$ cat src/rtl/btla_pkg.sv
// Package for the bakery ticket lock arbiter.
// Holds payload structs, request and status codes, defaults and register map.
// No dependencies.
package btla_pkg;

    localparam int MAX_THREADS_DEF = 8;
    localparam int TICKET_BITS_DEF = 16;

    localparam int ID_W         = 3;
    localparam int TICKET_OUT_W = 16;
    localparam int ACTIVE_W     = 4;
    localparam int APB_ADDR_W   = 3;
    localparam int APB_DATA_W   = 32;

    localparam logic [ACTIVE_W-1:0] ACTIVE_COUNT_RESET = 4'd8;

    // Register index, taken from paddr[2]
    localparam logic REG_ACTIVE_COUNT = 1'b0;

    typedef enum logic {
        REQ_ACQUIRE = 1'b0,
        REQ_RELEASE = 1'b1
    } req_t;

    typedef enum logic [1:0] {
        ST_OK         = 2'd0,
        ST_RANGE      = 2'd1,
        ST_WAITING    = 2'd2,
        ST_NOT_HOLDER = 2'd3
    } status_t;

    typedef struct packed {
        req_t            req_type;
        logic [ID_W-1:0] thread_id;
    } in_t;

    typedef struct packed {
        status_t                 status;
        logic [TICKET_OUT_W-1:0] ticket;
        logic                    grant_valid;
        logic [ID_W-1:0]         grant_id;
        logic                    ticket_saturated;
    } res_t;

endpackage

$ cat src/rtl/btla_cfg.sv
// APB-style configuration register for the bakery ticket lock arbiter.
// Holds active_count; depends on btla_pkg.
module btla_cfg (
    input  logic                               aclk,
    input  logic                               aresetn,
    input  logic                               psel,
    input  logic                               penable,
    input  logic                               pwrite,
    input  logic [btla_pkg::APB_ADDR_W-1:0]    paddr,
    input  logic [btla_pkg::APB_DATA_W-1:0]    pwdata,
    output logic [btla_pkg::APB_DATA_W-1:0]    prdata,
    output logic                               pready,
    output logic [btla_pkg::ACTIVE_W-1:0]      active_count
);
    import btla_pkg::*;

    logic [ACTIVE_W-1:0] active_count_reg;
    logic [ACTIVE_W-1:0] active_count_next;
    logic                wr_en;

    assign pready = 1'b1;
    assign wr_en  = psel && penable && pwrite && pready;

    always_comb begin
        active_count_next = active_count_reg;
        if (wr_en && (paddr[2] == REG_ACTIVE_COUNT)) begin
            active_count_next = pwdata[ACTIVE_W-1:0];
        end
    end

    always_ff @(posedge aclk) begin
        if (!aresetn) begin
            active_count_reg <= ACTIVE_COUNT_RESET;
        end else begin
            active_count_reg <= active_count_next;
        end
    end

    always_comb begin
        if (paddr[2] == REG_ACTIVE_COUNT) begin
            prdata = APB_DATA_W'(active_count_reg);
        end else begin
            prdata = '0;
        end
    end

    assign active_count = active_count_reg;

endmodule

$ cat src/rtl/btla_sel_tree.sv
// Balanced select tree: finds the least (or largest) valid value and its index.
// Ties go to the lower index. No package dependencies.
module btla_sel_tree #(
    parameter int N        = 8,
    parameter int TW       = 16,
    parameter bit FIND_MAX = 1'b0,
    localparam int P       = 1 << $clog2(N),
    localparam int IW      = $clog2(P)
) (
    input  logic [N-1:0]         vld,
    input  logic [N-1:0][TW-1:0] val,
    output logic                 found,
    output logic [IW-1:0]        idx,
    output logic [TW-1:0]        val_out
);

    logic          nv [2*P-1];
    logic [IW-1:0] ni [2*P-1];
    logic [TW-1:0] nt [2*P-1];

    for (genvar i = 0; i < P; i++) begin : g_leaf
        if (i < N) begin : g_used
            assign nv[P-1+i] = vld[i];
            assign nt[P-1+i] = val[i];
        end else begin : g_pad
            assign nv[P-1+i] = 1'b0;
            assign nt[P-1+i] = '0;
        end
        assign ni[P-1+i] = IW'(i);
    end

    // Left child always covers the lower indices, so a strict compare keeps ties left
    for (genvar j = 0; j < P-1; j++) begin : g_node
        logic better;
        logic pick_r;
        if (FIND_MAX) begin : g_max
            assign better = nt[2*j+2] > nt[2*j+1];
        end else begin : g_min
            assign better = nt[2*j+2] < nt[2*j+1];
        end
        assign pick_r = nv[2*j+2] && (!nv[2*j+1] || better);
        assign nv[j]  = nv[2*j+1] || nv[2*j+2];
        assign ni[j]  = pick_r ? ni[2*j+2] : ni[2*j+1];
        assign nt[j]  = pick_r ? nt[2*j+2] : nt[2*j+1];
    end

    assign found   = nv[0];
    assign idx     = ni[0];
    assign val_out = nt[0];

endmodule

$ cat src/rtl/btla_engine.sv
// Lock state and per-request decision logic of the bakery ticket lock arbiter.
// Depends on btla_pkg and btla_sel_tree.
module btla_engine #(
    parameter int MAX_THREADS = btla_pkg::MAX_THREADS_DEF,
    parameter int TICKET_BITS = btla_pkg::TICKET_BITS_DEF
) (
    input  logic                          aclk,
    input  logic                          aresetn,
    input  logic                          step,
    input  btla_pkg::in_t                 req,
    input  logic [btla_pkg::ACTIVE_W-1:0] active_count,
    output btla_pkg::res_t                res
);
    import btla_pkg::*;

    localparam int TW = TICKET_BITS;
    localparam int IW = $clog2(1 << $clog2(MAX_THREADS));

    logic [MAX_THREADS-1:0]         wait_reg;
    logic [MAX_THREADS-1:0]         wait_next;
    logic [MAX_THREADS-1:0][TW-1:0] tick_reg;
    logic [MAX_THREADS-1:0][TW-1:0] tick_next;

    logic [MAX_THREADS-1:0] active;
    logic [MAX_THREADS-1:0] other_wait;
    logic [IW-1:0]          idi;
    logic                   in_range;

    logic          a_found;
    logic [IW-1:0] a_idx;
    logic [TW-1:0] a_tick;
    logic          m_found;
    logic [IW-1:0] m_idx;
    logic [TW-1:0] m_tick;

    logic          own_wait;
    logic [TW-1:0] own_tick;
    logic          own_wait_new;
    logic [TW-1:0] own_tick_new;
    logic          own_win_pre;
    logic          own_win_post;
    logic [TW:0]   sum;
    logic          sat;
    logic [TW-1:0] new_tick;
    logic          acq_ok;
    logic          rel_ok;
    logic [IW-1:0] post_idx;
    status_t       status;

    for (genvar k = 0; k < MAX_THREADS; k++) begin : g_mask
        assign active[k]     = 32'(k) < 32'(active_count);
        assign other_wait[k] = active[k] && wait_reg[k] && (32'(k) != 32'(req.thread_id));
    end

    assign in_range = (32'(req.thread_id) < 32'(active_count))
                   && (32'(req.thread_id) < MAX_THREADS);
    assign idi      = IW'(req.thread_id);

    // Best waiting thread other than the requester
    btla_sel_tree #(
        .N        (MAX_THREADS),
        .TW       (TW),
        .FIND_MAX (1'b0)
    ) u_min_tree (
        .vld     (other_wait),
        .val     (tick_reg),
        .found   (a_found),
        .idx     (a_idx),
        .val_out (a_tick)
    );

    // Largest ticket among active threads
    btla_sel_tree #(
        .N        (MAX_THREADS),
        .TW       (TW),
        .FIND_MAX (1'b1)
    ) u_max_tree (
        .vld     (active),
        .val     (tick_reg),
        .found   (m_found),
        .idx     (m_idx),
        .val_out (m_tick)
    );

    assign own_wait = wait_reg[idi];
    assign own_tick = tick_reg[idi];

    // Requester holds the lock if it beats every other waiting thread
    assign own_win_pre = in_range && own_wait
                      && (!a_found || (own_tick < a_tick)
                          || ((own_tick == a_tick) && (idi < a_idx)));

    assign sum      = {1'b0, (m_found ? m_tick : TW'(0))} + (TW+1)'(1);
    assign sat      = sum[TW];
    assign new_tick = sat ? {TW{1'b1}} : sum[TW-1:0];

    always_comb begin
        acq_ok = 1'b0;
        rel_ok = 1'b0;
        if (!in_range) begin
            status = ST_RANGE;
        end else if (req.req_type == REQ_ACQUIRE) begin
            if (own_wait) begin
                status = ST_WAITING;
            end else begin
                status = ST_OK;
                acq_ok = 1'b1;
            end
        end else begin
            if (own_win_pre) begin
                status = ST_OK;
                rel_ok = 1'b1;
            end else begin
                status = ST_NOT_HOLDER;
            end
        end
    end

    always_comb begin
        own_wait_new = own_wait;
        own_tick_new = own_tick;
        if (acq_ok) begin
            own_wait_new = 1'b1;
            own_tick_new = new_tick;
        end else if (rel_ok) begin
            own_wait_new = 1'b0;
            own_tick_new = '0;
        end
    end

    // Grant after this request: only the requester's entry changed
    assign own_win_post = in_range && own_wait_new
                       && (!a_found || (own_tick_new < a_tick)
                           || ((own_tick_new == a_tick) && (idi < a_idx)));
    assign post_idx     = own_win_post ? idi : (a_found ? a_idx : '0);

    always_comb begin
        res.status           = status;
        res.ticket           = acq_ok ? TICKET_OUT_W'(new_tick) : '0;
        res.grant_valid      = own_win_post || a_found;
        res.grant_id         = ID_W'(post_idx);
        res.ticket_saturated = acq_ok && sat;
    end

    always_comb begin
        wait_next = wait_reg;
        tick_next = tick_reg;
        if (step && in_range) begin
            wait_next[idi] = own_wait_new;
            tick_next[idi] = own_tick_new;
        end
    end

    always_ff @(posedge aclk) begin
        if (!aresetn) begin
            wait_reg <= '0;
            tick_reg <= '0;
        end else begin
            wait_reg <= wait_next;
            tick_reg <= tick_next;
        end
    end

    a_acq_sets_wait: assert property (@(posedge aclk) disable iff (!aresetn)
        step && acq_ok |=> wait_reg[$past(idi)])
        else $error("acquired thread not marked waiting");

    a_range_no_change: assert property (@(posedge aclk) disable iff (!aresetn)
        step && (status == ST_RANGE) |=> $stable(wait_reg) && $stable(tick_reg))
        else $error("out-of-range request changed lock state");

    a_grant_is_waiting: assert property (@(posedge aclk) disable iff (!aresetn)
        step && res.grant_valid |=> wait_reg[$past(post_idx)])
        else $error("granted thread is not waiting");

    a_release_clears: assert property (@(posedge aclk) disable iff (!aresetn)
        step && rel_ok |=> !wait_reg[$past(idi)] && (tick_reg[$past(idi)] == '0))
        else $error("release left thread state behind");

endmodule

$ cat src/rtl/bakery_ticket_lock_arbiter.sv
// Top level of the bakery ticket lock arbiter: input register, engine, result
// register and configuration port. Depends on btla_pkg, btla_cfg, btla_engine.
//
//  channel   direction  handshake           payload
//  s_        in         s_valid / s_ready   btla_pkg::in_t  (req_type, thread_id)
//  m_        out        m_valid / m_ready   btla_pkg::res_t (status .. ticket_saturated)
//  apb       in/out     psel/penable/pready active_count at byte address 0
//
// One transaction per cycle sustained while m_ready stays high; an accepted
// request is held in the input register, passes the select trees over the thread
// table and is captured in the result register, which drives m_valid.
// Reset clears waiting flags and tickets at once and sets active_count to 8.
// A stalled result holds in the result register while one more transaction
// waits in the input register.
module bakery_ticket_lock_arbiter #(
    parameter int MAX_THREADS = btla_pkg::MAX_THREADS_DEF,
    parameter int TICKET_BITS = btla_pkg::TICKET_BITS_DEF
) (
    input  logic                            aclk,
    input  logic                            aresetn,
    input  logic                            s_valid,
    output logic                            s_ready,
    input  btla_pkg::in_t                   s_data,
    output logic                            m_valid,
    input  logic                            m_ready,
    output btla_pkg::res_t                  m_data,
    input  logic                            psel,
    input  logic                            penable,
    input  logic                            pwrite,
    input  logic [btla_pkg::APB_ADDR_W-1:0] paddr,
    input  logic [btla_pkg::APB_DATA_W-1:0] pwdata,
    output logic [btla_pkg::APB_DATA_W-1:0] prdata,
    output logic                            pready
);
    import btla_pkg::*;

    logic                in_valid_reg;
    logic                in_valid_next;
    in_t                 in_data_reg;
    in_t                 in_data_next;
    logic                out_valid_reg;
    logic                out_valid_next;
    res_t                out_data_reg;
    res_t                out_data_next;
    logic                advance;
    logic                s_take;
    res_t                res;
    logic [ACTIVE_W-1:0] active_count;

    btla_cfg u_cfg (
        .aclk         (aclk),
        .aresetn      (aresetn),
        .psel         (psel),
        .penable      (penable),
        .pwrite       (pwrite),
        .paddr        (paddr),
        .pwdata       (pwdata),
        .prdata       (prdata),
        .pready       (pready),
        .active_count (active_count)
    );

    btla_engine #(
        .MAX_THREADS (MAX_THREADS),
        .TICKET_BITS (TICKET_BITS)
    ) u_engine (
        .aclk         (aclk),
        .aresetn      (aresetn),
        .step         (advance),
        .req          (in_data_reg),
        .active_count (active_count),
        .res          (res)
    );

    // Advance when the result register is free or being drained
    assign advance = in_valid_reg && (!out_valid_reg || m_ready);
    assign s_ready = !in_valid_reg || advance;
    assign s_take  = s_valid && s_ready;

    always_comb begin
        in_valid_next  = in_valid_reg;
        in_data_next   = in_data_reg;
        out_valid_next = out_valid_reg;
        out_data_next  = out_data_reg;
        if (s_take) begin
            in_valid_next = 1'b1;
            in_data_next  = s_data;
        end else if (advance) begin
            in_valid_next = 1'b0;
        end
        if (advance) begin
            out_valid_next = 1'b1;
            out_data_next  = res;
        end else if (m_ready) begin
            out_valid_next = 1'b0;
        end
    end

    always_ff @(posedge aclk) begin
        if (!aresetn) begin
            in_valid_reg  <= 1'b0;
            out_valid_reg <= 1'b0;
        end else begin
            in_valid_reg  <= in_valid_next;
            out_valid_reg <= out_valid_next;
        end
    end

    always_ff @(posedge aclk) begin
        in_data_reg  <= in_data_next;
        out_data_reg <= out_data_next;
    end

    assign m_valid = out_valid_reg;
    assign m_data  = out_data_reg;

endmodule
$ cat config.mk
export PLATFORM = sky130hd
export DESIGN_NAME = bakery_ticket_lock_arbiter
export DESIGN_NICKNAME = d
export VERILOG_FILES = /design/src/rtl/btla_pkg.sv /design/src/rtl/btla_cfg.sv /design/src/rtl/btla_sel_tree.sv /design/src/rtl/btla_engine.sv /design/src/rtl/bakery_ticket_lock_arbiter.sv
export SDC_FILE = /design/constraint.sdc
export NUM_CORES = 1
export LEC_CHECK = 0
export ABC_AREA = 1
export CAP_MARGIN = 25
export CORE_MARGIN = 1
export CORE_UTILIZATION = 43
export DETAILED_ROUTE_END_ITERATION = 10
export DONT_BUFFER_PORTS = 1
export PLACE_DENSITY = 0.56
export SYNTH_ARGS = -nofsm -noshare
export SYNTH_HDL_FRONTEND = slang
export SYNTH_SLANG_ARGS = --single-unit
export TNS_END_PERCENT = 20
$ cat constraint.sdc
create_clock -name aclk -period 9.8 [get_ports aclk]
set_clock_uncertainty 0.15 [all_clocks]
set_input_delay 1.47 -clock aclk [delete_from_list [all_inputs] [get_ports aclk]]
set_output_delay 1.47 -clock aclk [all_outputs]
set_load 0.05 [all_outputs]
==> metrics.yaml <==
critical_path:
  path_buf_inv: 12
  slowest_stage: "o21ai_0"
  critical_path.max_stage_delay_ps: 400
  start_kind: "flip-flop"
  cp.required_ps: 9870
  crit_family: "compound AO/OA/AOI/OAI gates"
  critPathKind: "reg -> reg"
  path_max_fanout: 18
  crit_top_cell: "nand2_1"
  arrival_ps: 9450
  cp-end-kind: "flip-flop"
  rr_startpoint: "u_engine.tick_reg[109]$_SDFFE_PN0P_"
  cp-startpoint: "u_engine.tick_reg[109]$_SDFFE_PN0P_"
timing:
  min_period_ps: 9380
  min_period_over_period_pct: 95.7
  tightest_slew_ps: 895
  hold_viol_final: 0
  fmax_mhz: 107
  hold_ws_ps: 399
  setup_viol: 0
  fin_tns_setup_ps: 0
  setup_slack_ps: 421
  timing.slew.headroom_pct: 40.1
  drv_slew: 0
logic_synthesis:
  syn_avg_cell_area_sq_um: 6.50
  synthSimpleGateAreaFrac_pct: 21.3
  synthMostInstantiatedCell: "nand2_1"
  synth_top_family_by_area: "compound AO/OA/AOI/OAI gates"
  synthAdderAreaFrac_pct: 15.8
  synth_top_area_share_pct: 18.9
  netlist_instances: 2309
  ys_seq_elements: 169
  synth_compound_area_share_pct: 24.8
  yosys.area.top_type: "dfxtp_1"
  synth_common_cells: "nand2_1, inv_1, o21ai_0"
  ys.flop_type: "dfxtp_1"
  synth-xor-area-share_pct: 0.408
  ys_types: 55
  yosys_warnings: 0
  synth_area_sq_um: 15000
  synth.yosys.seq_area_share_pct: 24.3
  muxShareOfSynthArea_pct: 0
  synth-edff-count: 27
  ys_async_sr_fraction_pct: 0
  synth_area_leaders: "dfxtp_1, ha_1, nand2_1, o21ai_0, inv_1"
grt:
  grt_pass1_vias: 14200
  overflow: 0
  antenna_found_initial: 0
  grt_max_degree: 70
  grtUsageTotal_pct: 31.6
  grt_first_pass_wirelength_mm: 84.1
floorplanning:
  coreArea_sq_um: 34500
  die-height_microns: 189
  fp.dieW_microns: 189
  pin_count: 104
  die-area_sq_um: 35700
  row_count: 68
  start_util_pct: 43.6
pwr:
  irDropWorstVdd_mv: 0.144
  power_density_nw_per_um2: 188
  leakage_nw: 9.02
route:
  first_pass_iters: 6
  drc_errors: 0
  route.met2.wl_mm: 23.5
  drt-initial-drc-count: 1745
  top_layer: "met4"
  wl_mm: 56.4
  dr_wl_met3_mm: 4.98
  vias_per_cell: 5.57
  drtAntennaViolNets: 0
  vias: 15900
  post_drt_wl_per_cell_microns: 19.7
  met1_length_mm: 26.0
placed_design:
  placedCellCount: 2821
  placedInstanceArea_sq_um: 16300
  dp_hpwl_mm: 44.8
  place_ws_ps: 275
  place_congestion: 0.999
  portBuffers: 0
hold_path:
  min_from: "in_valid_reg$_SDFFE_PN0P_"
  hold_path.class: "reg -> reg"
final_layout:
  fin_area_sq_um: 17100
  n_antenna_cell: 0
  final_nets: 2623
  drive_above_1_share_pct: 10.6
  largest_reg_flops: 128
  fin_cells: 2855
  syn_to_final_growth_pct: 14.0
status:
  outcome: "complete, no violations"
clocking:
  cts_buffer_depth: 2
  cts_buffers: 17
  cts_root_buf: "clkbuf_16"
  htreeDepth: 4
  cts_num_sinks: 169
  clk_latency_ps: 460
  clkTransAtPathRegs_ps: 70
  cts_tree: "done"
run:
  drv_cap: 0
-- per-layer routing --
layer,GRT usage [%],vias up
li1,-,7820
met1,45.5,7348
met2,47.3,658
met3,4.81,75
met4,11.1,0
met5,0,-
-- power by group --
| part | internal (mW) | switching (mW) | leakage (nW) | total, mW |
|---|---|---|---|---|
| clock | 0.435 | 0.310 | 0.313 | 0.745 |
| sequential | 0.746 | 0.0662 | 1.41 | 0.812 |
| combinational | 0.549 | 1.10 | 7.30 | 1.65 |
-- worst paths after layout --
kind,to,slack (ps),depth (start not counted)
max,m_data[3]$_DFFE_PP_,420,56
min reg2reg,m_valid$_SDFFE_PN0P_,400,2
max reg2reg,m_data[3]$_DFFE_PP_,420,56
min,m_valid$_SDFFE_PN0P_,400,2
-- what timing repair did --
item | 4_1_cts | 5_1_grt
setup buffers | 0 | 3
setup endpoints to repair | 0 | 3
resized for setup | 0 | 53
hold buffers | 0 | 0
-- layout make-up --
type	count	area [sq um]
tap	455	569
multi-input combinational	1663	9540
clock inverter	9	136
timing repair buffer	152	1270
fill	3519	17300
inverter	385	1450
sequential	169	3660
clock buffer	22	494
-- per-stage QoR --
step	total power [mW]	utilization, %
floorplan	1.76	-
global placement	2.36	47.3
detailed placement	2.38	47.4
CTS	3.13	49.3
global route	3.41	49.7
finish	3.21	49.7
-- tightest hold or removal path, stage by stage, from the launching register on --
cell	delay [ps]
dfxtp_1	310
nand2_1	120
a21oi_1	70
-- kinds of logic after synthesis --
family,after synthesis
simple gates,750
compound gates,688
buf+inv,504
flops,169
xor+xnor,7
other cells,2
fa+ha+maj,189
-- placed cells by master (no fill, tap or decap), types with 4 or more instances in the layout --
cell and n:
a31o_2 4, o22ai_1 48, conb_1 29, a21oi_1 224, buf_12 6, nand2_1 520
ha_1 189, inv_2 9, nand4_1 21, o21ai_1 28, a211oi_1 11, dfxtp_1 140
nor3_1 9, clkbuf_8 5, nor2_2 6, nor4_1 11, inv_1 371, o2111ai_1 4
edfxtp_1 27, buf_4 141, o21a_1 4, o21ai_0 314, nor3_2 9, o211ai_1 20
nand3_1 59, nand2_2 15, nand2_4 4, or2_2 4, nor2_1 74, clkbuf_16 17
xnor2_1 4, a221oi_1 11
Power figures use the tool's default switching activity.
